$ cat src/sv/pss_pkg.sv
// ----------------------------------------------------------------------------
// pss_pkg
// Shared widths, codes and types of the positional sequence store.
// ----------------------------------------------------------------------------
package pss_pkg;

    localparam int DEPTH_DEF = 32;
    localparam int DATA_W    = 32;
    localparam int FUNC_W    = 3;
    localparam int POSA_W    = 6;
    localparam int POSB_W    = 5;
    localparam int AMT_W     = 16;
    localparam int AMT_CNT_W = 4;
    localparam int STAT_W    = 3;

    localparam logic [FUNC_W-1:0] FN_INSERT  = 3'd0;
    localparam logic [FUNC_W-1:0] FN_REMOVE  = 3'd1;
    localparam logic [FUNC_W-1:0] FN_DUMP    = 3'd2;
    localparam logic [FUNC_W-1:0] FN_MOVE    = 3'd3;
    localparam logic [FUNC_W-1:0] FN_REVERSE = 3'd4;
    localparam logic [FUNC_W-1:0] FN_ROTL    = 3'd5;
    localparam logic [FUNC_W-1:0] FN_ROTR    = 3'd6;

    localparam logic [STAT_W-1:0] ST_DONE   = 3'd0;
    localparam logic [STAT_W-1:0] ST_ELEM   = 3'd1;
    localparam logic [STAT_W-1:0] ST_EMPTY  = 3'd2;
    localparam logic [STAT_W-1:0] ST_BADPOS = 3'd3;
    localparam logic [STAT_W-1:0] ST_FULL   = 3'd4;

    typedef enum logic [1:0] {
        S_IDLE,
        S_MOD,
        S_STEP,
        S_DUMP
    } state_t;

    // one segment rotation by a single place across the cell row
    typedef struct packed {
        logic en;
        logic left;
        logic inject;
    } seg_ctl_t;

endpackage

$ cat src/sv/pss_cmd_if.sv
// ----------------------------------------------------------------------------
// pss_cmd_if
// Command channel: valid/ready handshake with the command fields.
// ----------------------------------------------------------------------------
interface pss_cmd_if;
    logic                                 valid;
    logic                                 ready;
    logic [pss_pkg::FUNC_W-1:0]           func;
    logic signed [pss_pkg::DATA_W-1:0]    value;
    logic [pss_pkg::POSA_W-1:0]           pos_a;
    logic [pss_pkg::POSB_W-1:0]           pos_b;
    logic [pss_pkg::AMT_W-1:0]            shift_amount;

    modport source (output valid, func, value, pos_a, pos_b, shift_amount, input ready);
    modport sink   (input valid, func, value, pos_a, pos_b, shift_amount, output ready);
endinterface

$ cat src/sv/pss_res_if.sv
// ----------------------------------------------------------------------------
// pss_res_if
// Result channel: valid/ready handshake with status, element and last.
// ----------------------------------------------------------------------------
interface pss_res_if;
    logic                                 valid;
    logic                                 ready;
    logic [pss_pkg::STAT_W-1:0]           status;
    logic signed [pss_pkg::DATA_W-1:0]    element;
    logic                                 last;

    modport source (output valid, status, element, last, input ready);
    modport sink   (input valid, status, element, last, output ready);
endinterface

$ cat src/sv/pss_cell.sv
// ----------------------------------------------------------------------------
// pss_cell
// One storage cell of the row: holds, or takes a neighbour or the wrap value.
// ----------------------------------------------------------------------------
module pss_cell #(
    parameter int AW  = 5,
    parameter int IDX = 0
) (
    input  logic                              clk,
    input  pss_pkg::seg_ctl_t                 ctl,
    input  logic [AW-1:0]                     lo,
    input  logic [AW-1:0]                     hi,
    input  logic signed [pss_pkg::DATA_W-1:0] left_nb,
    input  logic signed [pss_pkg::DATA_W-1:0] right_nb,
    input  logic signed [pss_pkg::DATA_W-1:0] wrap,
    output logic signed [pss_pkg::DATA_W-1:0] value
);

    localparam logic [AW-1:0] MY_IDX = AW'(IDX);

    logic signed [pss_pkg::DATA_W-1:0] value_reg;
    logic signed [pss_pkg::DATA_W-1:0] value_next;
    logic                              in_seg;

    assign in_seg = ctl.en && (MY_IDX >= lo) && (MY_IDX <= hi);

    always_comb
    begin
        value_next = value_reg;
        if (in_seg)
        begin
            if (ctl.left)
            begin
                value_next = (MY_IDX == hi) ? wrap : right_nb;
            end
            else
            begin
                value_next = (MY_IDX == lo) ? wrap : left_nb;
            end
        end
    end

    always_ff @(posedge clk)
    begin
        value_reg <= value_next;
    end

    assign value = value_reg;

endmodule

$ cat src/sv/pss_ctrl.sv
// ----------------------------------------------------------------------------
// pss_ctrl
// Command decode, rotation modulo unit, step sequencer and result register.
// ----------------------------------------------------------------------------
module pss_ctrl #(
    parameter int DEPTH = pss_pkg::DEPTH_DEF
) (
    input  logic                              clk,
    input  logic                              rst_n,
    pss_cmd_if.sink                           cmd,
    pss_res_if.source                         res,
    input  logic signed [pss_pkg::DATA_W-1:0] head_val,
    output pss_pkg::seg_ctl_t                 ctl,
    output logic [$clog2(DEPTH)-1:0]          lo,
    output logic [$clog2(DEPTH)-1:0]          hi,
    output logic signed [pss_pkg::DATA_W-1:0] ins_val
);

    localparam int AW = $clog2(DEPTH);
    localparam int CW = $clog2(DEPTH + 1);

    pss_pkg::state_t state_reg, state_next;

    logic [CW-1:0]                     count_reg, count_next;
    logic [CW-1:0]                     steps_reg, steps_next;
    logic [AW-1:0]                     lo_reg, lo_next;
    logic [AW-1:0]                     hi_reg, hi_next;
    logic                              left_reg, left_next;
    logic                              inject_reg, inject_next;
    logic                              lo_inc_reg, lo_inc_next;
    logic                              rot_left_reg, rot_left_next;
    logic [CW-1:0]                     rem_reg, rem_next;
    logic [pss_pkg::AMT_W-1:0]         amt_reg, amt_next;
    logic [pss_pkg::AMT_CNT_W-1:0]     bit_cnt_reg, bit_cnt_next;
    logic signed [pss_pkg::DATA_W-1:0] ins_val_reg, ins_val_next;

    logic                              out_valid_reg, out_valid_next;
    logic [pss_pkg::STAT_W-1:0]        out_status_reg, out_status_next;
    logic signed [pss_pkg::DATA_W-1:0] out_elem_reg, out_elem_next;
    logic                              out_last_reg, out_last_next;

    logic          slot_free;
    logic          accept;
    logic [31:0]   pa_ext, pb_ext, cnt_ext;
    logic [CW-1:0] cnt_m1;
    logic [CW:0]   rem_shift;
    logic [CW-1:0] rem_new;
    logic          mod_last;

    // decode of the command at acceptance
    logic [pss_pkg::STAT_W-1:0] dec_status;
    logic          go_step, go_mod, go_dump;
    logic          dec_inc, dec_dec;
    logic [AW-1:0] dec_lo, dec_hi;
    logic          dec_left, dec_inject, dec_lo_inc;
    logic [CW-1:0] dec_steps;

    assign slot_free = !out_valid_reg || res.ready;
    assign cmd.ready = (state_reg == pss_pkg::S_IDLE) && slot_free;
    assign accept    = cmd.valid && cmd.ready;

    assign pa_ext  = 32'(cmd.pos_a);
    assign pb_ext  = 32'(cmd.pos_b);
    assign cnt_ext = 32'(count_reg);
    assign cnt_m1  = count_reg - CW'(1);

    // restoring remainder, one bit of the amount per cycle
    assign rem_shift = {rem_reg, amt_reg[pss_pkg::AMT_W-1]};
    assign rem_new   = (rem_shift >= {1'b0, count_reg}) ? CW'(rem_shift - {1'b0, count_reg})
                                                        : CW'(rem_shift);
    assign mod_last  = (bit_cnt_reg == '1);

    always_comb
    begin
        dec_status = pss_pkg::ST_DONE;
        go_step    = 1'b0;
        go_mod     = 1'b0;
        go_dump    = 1'b0;
        dec_inc    = 1'b0;
        dec_dec    = 1'b0;
        dec_lo     = '0;
        dec_hi     = AW'(cnt_m1);
        dec_left   = 1'b1;
        dec_inject = 1'b0;
        dec_lo_inc = 1'b0;
        dec_steps  = CW'(1);
        case (cmd.func)
            pss_pkg::FN_INSERT:
            begin
                if (pa_ext > cnt_ext)
                begin
                    dec_status = pss_pkg::ST_BADPOS;
                end
                else if (cnt_ext >= 32'(DEPTH))
                begin
                    dec_status = pss_pkg::ST_FULL;
                end
                else
                begin
                    go_step    = 1'b1;
                    dec_inc    = 1'b1;
                    dec_lo     = AW'(cmd.pos_a);
                    dec_hi     = AW'(count_reg);
                    dec_left   = 1'b0;
                    dec_inject = 1'b1;
                end
            end
            pss_pkg::FN_REMOVE:
            begin
                if (pa_ext >= cnt_ext)
                begin
                    dec_status = pss_pkg::ST_BADPOS;
                end
                else
                begin
                    go_step = 1'b1;
                    dec_dec = 1'b1;
                    dec_lo  = AW'(cmd.pos_a);
                end
            end
            pss_pkg::FN_DUMP:
            begin
                if (count_reg == '0)
                begin
                    dec_status = pss_pkg::ST_EMPTY;
                end
                else
                begin
                    go_dump   = 1'b1;
                    dec_steps = count_reg;
                end
            end
            pss_pkg::FN_MOVE:
            begin
                if (pa_ext >= cnt_ext || pb_ext >= cnt_ext)
                begin
                    dec_status = pss_pkg::ST_BADPOS;
                end
                else if (pa_ext != pb_ext)
                begin
                    go_step = 1'b1;
                    if (pa_ext < pb_ext)
                    begin
                        dec_lo = AW'(cmd.pos_a);
                        dec_hi = AW'(cmd.pos_b);
                    end
                    else
                    begin
                        dec_lo   = AW'(cmd.pos_b);
                        dec_hi   = AW'(cmd.pos_a);
                        dec_left = 1'b0;
                    end
                end
            end
            pss_pkg::FN_REVERSE:
            begin
                // pull the tail into place j, then shrink the segment from the front
                if (cnt_ext > 32'd1)
                begin
                    go_step    = 1'b1;
                    dec_left   = 1'b0;
                    dec_lo_inc = 1'b1;
                    dec_steps  = cnt_m1;
                end
            end
            pss_pkg::FN_ROTL, pss_pkg::FN_ROTR:
            begin
                go_mod = (cnt_ext > 32'd1);
            end
            default:
            begin
                dec_status = pss_pkg::ST_DONE;
            end
        endcase
    end

    // next state
    always_comb
    begin
        state_next = state_reg;
        case (state_reg)
            pss_pkg::S_IDLE:
            begin
                if (accept)
                begin
                    if (go_step)
                    begin
                        state_next = pss_pkg::S_STEP;
                    end
                    else if (go_mod)
                    begin
                        state_next = pss_pkg::S_MOD;
                    end
                    else if (go_dump)
                    begin
                        state_next = pss_pkg::S_DUMP;
                    end
                end
            end
            pss_pkg::S_MOD:
            begin
                if (mod_last)
                begin
                    state_next = (rem_new == '0) ? pss_pkg::S_IDLE : pss_pkg::S_STEP;
                end
            end
            pss_pkg::S_STEP:
            begin
                if (steps_reg == CW'(1))
                begin
                    state_next = pss_pkg::S_IDLE;
                end
            end
            pss_pkg::S_DUMP:
            begin
                if (slot_free && steps_reg == CW'(1))
                begin
                    state_next = pss_pkg::S_IDLE;
                end
            end
            default:
            begin
                state_next = pss_pkg::S_IDLE;
            end
        endcase
    end

    // datapath and outputs
    always_comb
    begin
        count_next      = count_reg;
        steps_next      = steps_reg;
        lo_next         = lo_reg;
        hi_next         = hi_reg;
        left_next       = left_reg;
        inject_next     = inject_reg;
        lo_inc_next     = lo_inc_reg;
        rot_left_next   = rot_left_reg;
        rem_next        = rem_reg;
        amt_next        = amt_reg;
        bit_cnt_next    = bit_cnt_reg;
        ins_val_next    = ins_val_reg;
        out_valid_next  = out_valid_reg && !res.ready;
        out_status_next = out_status_reg;
        out_elem_next   = out_elem_reg;
        out_last_next   = out_last_reg;
        ctl.en          = 1'b0;
        ctl.left        = left_reg;
        ctl.inject      = inject_reg;
        case (state_reg)
            pss_pkg::S_IDLE:
            begin
                if (accept)
                begin
                    ins_val_next  = cmd.value;
                    lo_next       = dec_lo;
                    hi_next       = dec_hi;
                    left_next     = dec_left;
                    inject_next   = dec_inject;
                    lo_inc_next   = dec_lo_inc;
                    steps_next    = dec_steps;
                    rem_next      = '0;
                    amt_next      = cmd.shift_amount;
                    bit_cnt_next  = '0;
                    rot_left_next = (cmd.func == pss_pkg::FN_ROTL);
                    if (dec_inc)
                    begin
                        count_next = count_reg + CW'(1);
                    end
                    else if (dec_dec)
                    begin
                        count_next = cnt_m1;
                    end
                    if (!go_step && !go_mod && !go_dump)
                    begin
                        out_valid_next  = 1'b1;
                        out_status_next = dec_status;
                        out_elem_next   = '0;
                        out_last_next   = 1'b1;
                    end
                end
            end
            pss_pkg::S_MOD:
            begin
                rem_next     = rem_new;
                amt_next     = amt_reg << 1;
                bit_cnt_next = bit_cnt_reg + pss_pkg::AMT_CNT_W'(1);
                if (mod_last)
                begin
                    // right rotation by k is left rotation by count - k
                    steps_next  = rot_left_reg ? rem_new : count_reg - rem_new;
                    lo_next     = '0;
                    hi_next     = AW'(cnt_m1);
                    left_next   = 1'b1;
                    inject_next = 1'b0;
                    lo_inc_next = 1'b0;
                    if (rem_new == '0)
                    begin
                        out_valid_next  = 1'b1;
                        out_status_next = pss_pkg::ST_DONE;
                        out_elem_next   = '0;
                        out_last_next   = 1'b1;
                    end
                end
            end
            pss_pkg::S_STEP:
            begin
                ctl.en     = 1'b1;
                steps_next = steps_reg - CW'(1);
                lo_next    = lo_reg + AW'(lo_inc_reg);
                if (steps_reg == CW'(1))
                begin
                    out_valid_next  = 1'b1;
                    out_status_next = pss_pkg::ST_DONE;
                    out_elem_next   = '0;
                    out_last_next   = 1'b1;
                end
            end
            pss_pkg::S_DUMP:
            begin
                // emit the head and rotate left; count rotations restore the order
                if (slot_free)
                begin
                    ctl.en          = 1'b1;
                    steps_next      = steps_reg - CW'(1);
                    out_valid_next  = 1'b1;
                    out_status_next = pss_pkg::ST_ELEM;
                    out_elem_next   = head_val;
                    out_last_next   = (steps_reg == CW'(1));
                end
            end
            default:
            begin
                ctl.en = 1'b0;
            end
        endcase
    end

    always_ff @(posedge clk or negedge rst_n)
    begin
        if (!rst_n)
        begin
            state_reg     <= pss_pkg::S_IDLE;
            count_reg     <= '0;
            steps_reg     <= '0;
            bit_cnt_reg   <= '0;
            out_valid_reg <= 1'b0;
        end
        else
        begin
            state_reg     <= state_next;
            count_reg     <= count_next;
            steps_reg     <= steps_next;
            bit_cnt_reg   <= bit_cnt_next;
            out_valid_reg <= out_valid_next;
        end
    end

    always_ff @(posedge clk)
    begin
        lo_reg         <= lo_next;
        hi_reg         <= hi_next;
        left_reg       <= left_next;
        inject_reg     <= inject_next;
        lo_inc_reg     <= lo_inc_next;
        rot_left_reg   <= rot_left_next;
        rem_reg        <= rem_next;
        amt_reg        <= amt_next;
        ins_val_reg    <= ins_val_next;
        out_status_reg <= out_status_next;
        out_elem_reg   <= out_elem_next;
        out_last_reg   <= out_last_next;
    end

    assign lo          = lo_reg;
    assign hi          = hi_reg;
    assign ins_val     = ins_val_reg;
    assign res.valid   = out_valid_reg;
    assign res.status  = out_status_reg;
    assign res.element = out_elem_reg;
    assign res.last    = out_last_reg;

endmodule

$ cat src/sv/positional_sequence_store.sv
// Flagged and no-op commands are answered from the decode; insert, remove and move make one
// single-place step across the cell row. Reverse steps along a segment that shrinks from the
// front; rotate runs the modulo unit one amount bit at a time, then rotates left in single-place
// steps. Dump emits the head and rotates left per element while the output is free. One command at a time: the
// next one is taken once the last result of the one before is leaving the output register.
// Reset clears the count and control; cell contents are undefined.
// ----------------------------------------------------------------------------
// positional_sequence_store
// Ordered store of signed values kept in a row of shifting cells.
// ----------------------------------------------------------------------------
module positional_sequence_store #(
    parameter int DEPTH = pss_pkg::DEPTH_DEF
) (
    input  logic      clk,
    input  logic      rst_n,
    pss_cmd_if.sink   cmd,
    pss_res_if.source res
);

    localparam int AW = $clog2(DEPTH);

    pss_pkg::seg_ctl_t                 ctl;
    logic [AW-1:0]                     lo, hi, rd_idx;
    logic signed [pss_pkg::DATA_W-1:0] ins_val;
    logic signed [pss_pkg::DATA_W-1:0] wrap;
    logic signed [pss_pkg::DATA_W-1:0] cell_val [DEPTH];

    pss_ctrl #(
        .DEPTH (DEPTH)
    ) u_ctrl (
        .clk      (clk),
        .rst_n    (rst_n),
        .cmd      (cmd),
        .res      (res),
        .head_val (cell_val[0]),
        .ctl      (ctl),
        .lo       (lo),
        .hi       (hi),
        .ins_val  (ins_val)
    );

    // value that wraps into the open end of the segment
    assign rd_idx = ctl.left ? lo : hi;
    assign wrap   = ctl.inject ? ins_val : cell_val[rd_idx];

    for (genvar i = 0; i < DEPTH; i++)
    begin : g_cell
        pss_cell #(
            .AW  (AW),
            .IDX (i)
        ) u_cell (
            .clk      (clk),
            .ctl      (ctl),
            .lo       (lo),
            .hi       (hi),
            .left_nb  (cell_val[(i > 0) ? i - 1 : 0]),
            .right_nb (cell_val[(i < DEPTH - 1) ? i + 1 : DEPTH - 1]),
            .wrap     (wrap),
            .value    (cell_val[i])
        );
    end

endmodule

$ cat src/flat_wrapper.sv
// flat-port wrapper written by rule: the top's interface ports become plain ports
module positional_sequence_store_flat 
#(
    parameter int DEPTH = pss_pkg::DEPTH_DEF
)
  (clk, rst_n, cmd_valid, cmd_func, cmd_value, cmd_pos_a, cmd_pos_b, cmd_shift_amount, cmd_ready, res_valid, res_status, res_element, res_last, res_ready);
  pss_cmd_if cmd_i ();
  pss_res_if res_i ();
  input  logic clk;
  input  logic rst_n;
  input wire logic [$bits(cmd_i.valid)-1:0] cmd_valid;
  input wire logic [$bits(cmd_i.func)-1:0] cmd_func;
  input wire logic [$bits(cmd_i.value)-1:0] cmd_value;
  input wire logic [$bits(cmd_i.pos_a)-1:0] cmd_pos_a;
  input wire logic [$bits(cmd_i.pos_b)-1:0] cmd_pos_b;
  input wire logic [$bits(cmd_i.shift_amount)-1:0] cmd_shift_amount;
  output wire logic [$bits(cmd_i.ready)-1:0] cmd_ready;
  output wire logic [$bits(res_i.valid)-1:0] res_valid;
  output wire logic [$bits(res_i.status)-1:0] res_status;
  output wire logic [$bits(res_i.element)-1:0] res_element;
  output wire logic [$bits(res_i.last)-1:0] res_last;
  input wire logic [$bits(res_i.ready)-1:0] res_ready;
  assign cmd_i.valid = cmd_valid;
  assign cmd_i.func = cmd_func;
  assign cmd_i.value = cmd_value;
  assign cmd_i.pos_a = cmd_pos_a;
  assign cmd_i.pos_b = cmd_pos_b;
  assign cmd_i.shift_amount = cmd_shift_amount;
  assign cmd_ready = cmd_i.ready;
  assign res_valid = res_i.valid;
  assign res_status = res_i.status;
  assign res_element = res_i.element;
  assign res_last = res_i.last;
  assign res_i.ready = res_ready;
  positional_sequence_store #(.DEPTH(DEPTH)) u_core (.clk(clk), .rst_n(rst_n), .cmd(cmd_i), .res(res_i));
endmodule
$ cat config.mk
export PLATFORM = sky130hd
export DESIGN_NAME = positional_sequence_store_flat
export DESIGN_NICKNAME = d
export VERILOG_FILES = /design/src/sv/pss_pkg.sv /design/src/sv/pss_cmd_if.sv /design/src/sv/pss_res_if.sv /design/src/sv/pss_cell.sv /design/src/sv/pss_ctrl.sv /design/src/sv/positional_sequence_store.sv /design/src/flat_wrapper.sv
export SDC_FILE = /design/constraint.sdc
export NUM_CORES = 2
export LEC_CHECK = 0
export BUFFER_PORTS_ARGS = -buffer_cell sky130_fd_sc_hd__buf_4
export CAP_MARGIN = 20
export CORE_MARGIN = 1.5
export CORE_UTILIZATION = 32
export DETAILED_ROUTE_END_ITERATION = 10
export GPL_TIMING_DRIVEN = 0
export MAX_ROUTING_LAYER = met4
export PLACE_DENSITY = 0.48
export REMOVE_ABC_BUFFERS = 1
export SETUP_SLACK_MARGIN = 0.4
export SYNTH_ARGS = -nofsm -noshare
export SYNTH_HDL_FRONTEND = slang
export SYNTH_SLANG_ARGS = --single-unit
$ cat constraint.sdc
create_clock -name clk -period 8.54 [get_ports clk]
set_input_delay 0.427 -clock clk [delete_from_list [all_inputs] [get_ports clk]]
set_output_delay 0.427 -clock clk [all_outputs]
set_load 0.02 [all_outputs]
* Word-level counts from Yosys, hierarchy flattened *
Index checks and enable logic that the tools add are counted.

word-level totals
  latch bits = 0
  memory bits (read-only) = 0
  flip-flop bits (word level) = 1147
  memory bits (writable) = 0
  memories kept = 0

operators by class
  shift-type cells = 0
  bitwise gates (word level) = 1
  $lt $le $gt $ge = 72
  $mul = 0
  eq/ne operators = 83
  reductions and logical operators = 98
  add/sub/neg operators = 7
  multiplexer cells = 210
  divide/modulo/power cells = 0

operator list
  kind                                                                                number
  32-bit 2-to-1 mux                                                                   105
  32-bit binary-select mux with 5-bit select                                          1
  5-bit equality test, first input constant                                           32
  32-bit one-hot mux with 4 select lines                                              1
  4-bit by 5-bit equality test with 1-bit output, first input constant                16
  5-bit greater-or-equal comparator, first input constant                             16
  5-bit <= comparator, first input constant                                           16
  5-bit 2-to-1 mux                                                                    16
  1-bit logical AND                                                                   70
  6-bit 2-to-1 mux                                                                    10
  3-bit by 5-bit equality test with 1-bit output, first input constant                8
  4-bit by 5-bit greater-or-equal comparator with 1-bit output, first input constant  8
  4-bit by 5-bit <= comparator with 1-bit output, first input constant                8
  1-bit 2-to-1 mux                                                                    36
  16-bit one-hot mux with 2 select lines                                              1
  5-bit one-hot mux with 3 select lines                                               2
  3-bit 2-to-1 mux                                                                    8
  3-bit one-hot mux with 4 select lines                                               2
  6-bit one-hot mux with 2 select lines                                               2
  6-bit one-hot mux with 4 select lines                                               1
  2-bit 2-to-1 mux                                                                    11
  2-bit by 5-bit equality test with 1-bit output, first input constant                4
  3-bit by 5-bit greater-or-equal comparator with 1-bit output, first input constant  4
  3-bit by 5-bit <= comparator with 1-bit output, first input constant                4
  other kinds (50)                                                                    89

* Logic depth before layout (Yosys ltp) *
  depth after elaboration = 10
  mapped depth = 15
  depth with buffers taken out = 15

* Cells and area by module *
A second synthesis with hierarchy kept.

second synthesis, totals
  cells, all modules = 8030
  area total of the unflattened synthesis = 81929.8 µm²

modules (own cells, without submodules)
  module                                    cells each  instances  area each (µm²)  sequential area each (µm²)
  positional_sequence_store                 2498        1          14635.3          0.0
  pss_ctrl                                  587         1          6791.5           3598.5
  pss_cell at u_core.g_cell[13].u_cell ...  153         2          1910.6           960.9
  pss_cell at u_core.g_cell[6].u_cell ...   154         2          1885.6           960.9
  pss_cell at u_core.g_cell[20].u_cell ...  154         2          1854.3           960.9
  pss_cell at u_core.g_cell[1].u_cell       189         1          1981.9           960.9
  pss_cell at u_core.g_cell[14].u_cell      153         1          1923.1           960.9
  pss_cell at u_core.g_cell[28].u_cell      155         1          1920.6           960.9
  pss_cell at u_core.g_cell[25].u_cell      154         1          1915.6           960.9
  pss_cell at u_core.g_cell[21].u_cell      154         1          1911.8           960.9
  pss_cell at u_core.g_cell[22].u_cell      155         1          1906.8           960.9
  pss_cell at u_core.g_cell[11].u_cell      154         1          1904.3           960.9
  pss_cell at u_core.g_cell[17].u_cell      156         1          1899.3           960.9
  pss_cell at u_core.g_cell[8].u_cell       152         1          1896.8           960.9
  17 more rows                              --          --         --               --

* Worst setup path after synthesis *
No wires, ideal clock.

  kind = register -> register
  from = register u_core.u_ctrl.state_reg[0]
  to = register u_core.g_cell[29].u_cell.value_reg, in the netlist u_core.g_cell[29].u_cell.value[0] (enable)
  slack = 1.597 ns
  arrival = 6.348 ns
  library setup time = 0.595 ns
  buffers on the path = 1
  cell stages (with the launch flop) = 7
  cell sequence = dfrtp_1 -> inv_1 -> ha_1 -> clkbuf_1 -> a21o_1 -> nand2_1 -> a2111oi_0

on the way
  word-level cells in the longest chain between the ends = 4

ends and longest elaborated chain
  element                                  line             RTL
  start: declaration                       pss_ctrl.sv:22   pss_pkg::state_t state_reg, state_next;
  start signal: assignment                 pss_ctrl.sv:343  state_reg <= pss_pkg::S_IDLE;
  start signal: assignment                 pss_ctrl.sv:351  state_reg <= state_next;
  2-bit equality test                      pss_ctrl.sv:250  case (state_reg)
  1-bit one-hot mux with 2 select lines *  pss_ctrl.sv:250
  1-bit logical AND * (2 in a row)         pss_cell.sv:25   assign in_seg = ctl.en && (MY_IDX >= lo) && (MY_IDX <= hi);
  via u_core.g_cell[29].u_cell.in_seg      pss_cell.sv:23   logic in_seg;
  end signal: assignment                   pss_cell.sv:45   value_reg <= value_next;
  end: declaration                         pss_cell.sv:21   logic signed [pss_pkg::DATA_W-1:0] value_reg;

The timed path passes the listed nets; every way through them passes the cells marked *.
A chain may end at the register's enable or synchronous reset.

* Final worst setup path *
  from = register u_core.u_ctrl.left_reg
  to = register u_core.g_cell[22].u_cell.value_reg, in the netlist u_core.g_cell[22].u_cell.value[30] (data pin)

on the way
  word-level cells in the longest chain between the ends = 8

ends and longest elaborated chain
  element                                               line                             RTL
  start: declaration                                    pss_ctrl.sv:28                   logic left_reg, left_next;
  start signal: assignment                              pss_ctrl.sv:363                  left_reg <= left_next;
  5-bit 2-to-1 mux                                      positional_sequence_store.sv:43  assign rd_idx = ctl.left ? lo : hi;
  5-bit NOT with 6-bit output (not written as such)     positional_sequence_store.sv:44  assign wrap = ctl.inject ? ins_val : cell_val[rd_idx];
  32-bit binary-select mux with 5-bit select            positional_sequence_store.sv:44
  32-bit 2-to-1 mux (not written as such) (2 in a row)  positional_sequence_store.sv:44
  32-bit 2-to-1 mux                                     positional_sequence_store.sv:44
  32-bit 2-to-1 mux, on equally long branches           pss_cell.sv:38, pss_cell.sv:34
  32-bit 2-to-1 mux *                                   pss_cell.sv:32                   if (ctl.left)
  end signal: assignment                                pss_cell.sv:45
  end: declaration                                      pss_cell.sv:21

Mark *: on every way between the ends. The rest lies on a longest branch, timed or not. The select of a mux whose other input is x is not followed.

==> run_results.csv <==
group,metric,value,unit
outcome,status,"finished, final reports clean",
synthesis,ys_async_sr_fraction,1.66,%
synthesis,yosysMostFrequentCell,"nand2_1",
synthesis,ys_types,63,
die,die-area,0.240,mm^2
sta,max_freq,0.159,GHz
layout,instances_no_fill,11600,
global_route,grt_pass1_wl,523000,um
worst_hold_path,hp-class,"input pin to async pin",
synthesis,yosys_most_used_dff,"edfxtp_1",
sta,rsz0062_at_grt,"false",
sta,period_needed,6.31,ns
worst_setup_path,worstSetupEndpointType,"flip-flop",
route,wirelength,368000,um
pwr,vdd_drop_max,0.307,mV
global_route,grt_max_degree,97,
clock_tree,tritoncts,"done",
sta,setup_viol,0,
clock_tree,cts_htree_levels,4,
die,initial_core_util,32.2,%
clock_tree,cts_resized,0,
route,drc,0,
synthesis,yosys_warnings,0,
sta,worst_pin_slew,1.25,ns
worst_setup_path,crit_start,"u_core.u_ctrl.left_reg",
clock_tree,clock-sinks,1147,
clock_tree,ctsLongestPathBuffers,3,
sta,slew_violations,0,
pwr,p_int,22100,uW
place,dp.final_hpwl,262000,um
route,first_pass_iters,10,
synthesis,seq_area_frac_synth,45.3,%
place,io_buffer_count,103,
place,placedCellCount,11200,
clock_tree,cts_buffers,146,
sta,finalCritPeriodShare,73.9,%
sta,fin_worst_skew,0.0377,ns
pwr,power_leakage,0.0300,uW
synthesis,avgSynthCellArea,8.96,um^2
sta,max-slew-margin-rel,16.8,%
global_route,antenna_found_initial,16,
pwr,clkPwrFrac,14.6,%
die,rows,178,
route,detail_route.wl_per_cell,31.9,um
global_route,grt_usage,30.8,%
pwr,switchingPower,20900,uW
place,gp_congestion,0.898,
worst_setup_path,crit_type,"flip-flop to flip-flop",
clock_tree,clock_latency,0.84,ns
clock_tree,cts-root-buf,"clkbuf_16",
layout,syn2layout_area_growth,20.9,%
sta,hold_viol_final,0,
synthesis,synth_edf_count,1128,
sta,tns,0,ns
synthesis,synth_area,0.0758,mm^2
clock_tree,postCtsHoldBufs,60,
layout,final_layout_size_suffix_gt1_share,15.0,%
die,pin_count,104,
layout,largest_register_ffs,1024,
route,viasPerCell,6.45,
synthesis,synth.area.top_cells,"edfxtp_1 45%, nand2_1 16%, a32oi_1 11%, mux4_2 7.6%, a21oi_1 7.0%",
worst_setup_path,worstReg2RegStart,"u_core.u_ctrl.left_reg",
synthesis,syn-instance-count,8461,
worst_setup_path,critPathMaxFanout,30,
clock_tree,clk_pin_slew,0.06,ns
pwr,p_per_area,470,mW/mm^2
synthesis,synth_common_cells,"3,252 x nand2_1, 1,128 x edfxtp_1, 1,056 x a21oi_1, 944 x a32oi_1, 666 x clkbuf_1",
pwr,power_frac_seq,25.3,%
clock_tree,postCtsSetupBuffers,0,
route,drtAntennaViolNets,0,
die,coreArea,0.235,mm^2
route,vias,74500,
sta,whs,0.0386,ns
synthesis,synth.largest_area_cell,"edfxtp_1",
route,drt_iter0_markers,11300,
layout,final_nets,8391,
die,die_y,490,um
synthesis,synth_top_area_share,44.7,%
worst_setup_path,ff2ff_setup_slack,2.23,ns
job,maxCapViolations,0,
synthesis,yosys_register_bits,1147,
global_route,grt_pass1_vias,70700,
worst_setup_path,cp.arrival,6.87,ns
pwr,combPwrFrac,60.1,%
pwr,swShare,48.6,%
die,die-width,490,um
worst_setup_path,crit_required,9.10,ns
worst_setup_path,startpoint_type,"flip-flop",
global_route,gr-total-overflow,0,
==> layout make-up <==
class                           instances  area, um^2
Sequential cell                      1147       34300
Tap cell                             3150        3940
Antenna cell                           11        27.5
Timing Repair Buffer                  613       10400
Multi-Input combinational cell       6346       38200
Inverter                               30         113
Clock inverter                         63         569
Clock buffer                          194        3960
Fill cell                           22800      144000
==> per-stage QoR <==
stage,power [uW],area [um^2],setup slack [ns],util [%]
3_3_place_gp,31300,76400,-153.62,32.5
6_report,43000,91600,2.23,38.9
3_5_place_dp,35900,86400,2.50,36.7
5_1_grt,44400,91600,2.18,38.9
4_1_cts,42200,91500,2.48,38.9
2_1_floorplan,23500,71700,-70.35,-
==> layer usage <==
layer / global-route usage, % / up-vias / part of all wire [%]
li1: - / 30900 / -
met1: 38.7 / 37100 / 38
met2: 44.2 / 5331 / 43
met3: 8.61 / 1147 / 12
met4: 17.6 / 0 / 6.8
met5: - / - / 0
==> cells by family (layout without fill, tap and decap cells) <==
kind of cell | count (synthesis) | in the layout | share of synthesized area [%]
adders and majority gates | 41 | 41 | 0.687
and+or+nand+nor | 3781 | 3781 | 20.0
muxes | 330 | 330 | 8.72
other | 0 | 11 | 0
buffers and inverters | 968 | 900 | 5.56
DFF | 1147 | 1147 | 45.3
xor gates and xnor gates | 22 | 22 | 0.254
AOI/OAI and AO/OA | 2172 | 2172 | 19.5
==> power by group through the flow <==
stage | sequential, uW | clock (uW) | combinational (uW)
finish | 10900 | 6260 | 25900
global placement | 11200 | 0 | 20100
CTS | 10800 | 6310 | 25100
detailed placement | 10900 | 0 | 25000
floorplan | 10300 | 0 | 13200
global route | 11000 | 6500 | 27000
==> path summary, 6_finish.rpt <==
kind	endpoint	depth (start not counted)
worst max-delay path	u_core.g_cell[22].u_cell.value[30]	18
worst min-delay path	u_core.u_ctrl.state_reg[1]	2
worst max register to register	u_core.g_cell[22].u_cell.value[30]	18
worst min register to register	u_core.u_ctrl.bit_cnt_reg[0]	1
max in group asynchronous	u_core.u_ctrl.bit_cnt_reg[3]	2
min in group clk	u_core.u_ctrl.res.status[0]	3
==> worst max-delay path, stage by stage, from the launching register on <==
cell and delay [ns]:
edfxtp_1 0.98, buf_16 0.24, buf_16 0.18, buf_8 0.18, mux2i_4 0.75, buf_16 0.25, buf_16 0.19, buf_12 0.21
buf_12 0.21, buf_12 0.21, mux4_2 0.33, nand2_1 0.09, nand3_1 0.07, a21oi_1 0.58, or2_1 0.64, nor2_4 0.31
buf_12 0.30, nand2_1 0.09, a32oi_1 0.11
==> placed cells by master (no fill, tap or decap), types with 22 or more instances in the layout <==
cell type / synthesis / final
clkinv_1: 1 / 30
nor2b_1: 49 / 49
mux4_2: 256 / 256
clkbuf_1: 666 / 42
and2_1: 42 / 42
o21ai_0: 37 / 37
inv_1: 29 / 29
buf_16: 0 / 161
nor2_4: 0 / 67
ha_1: 40 / 39
buf_4: 42 / 113
clkbuf_16: 0 / 152
buf_12: 0 / 133
a21oi_1: 1056 / 1053
nor3_4: 16 / 22
buf_6: 24 / 76
nor2_1: 128 / 71
nand2_1: 3252 / 3205
buf_8: 0 / 67
o31ai_1: 26 / 26
dlygate4sd3_1: 0 / 60
nor3_1: 51 / 30
mux2_2: 64 / 62
edfxtp_1: 1128 / 1128
nand2_2: 0 / 47
a32oi_1: 944 / 944
nand3_1: 158 / 150
No activity file was read; power rests on OpenSTA's default activity.
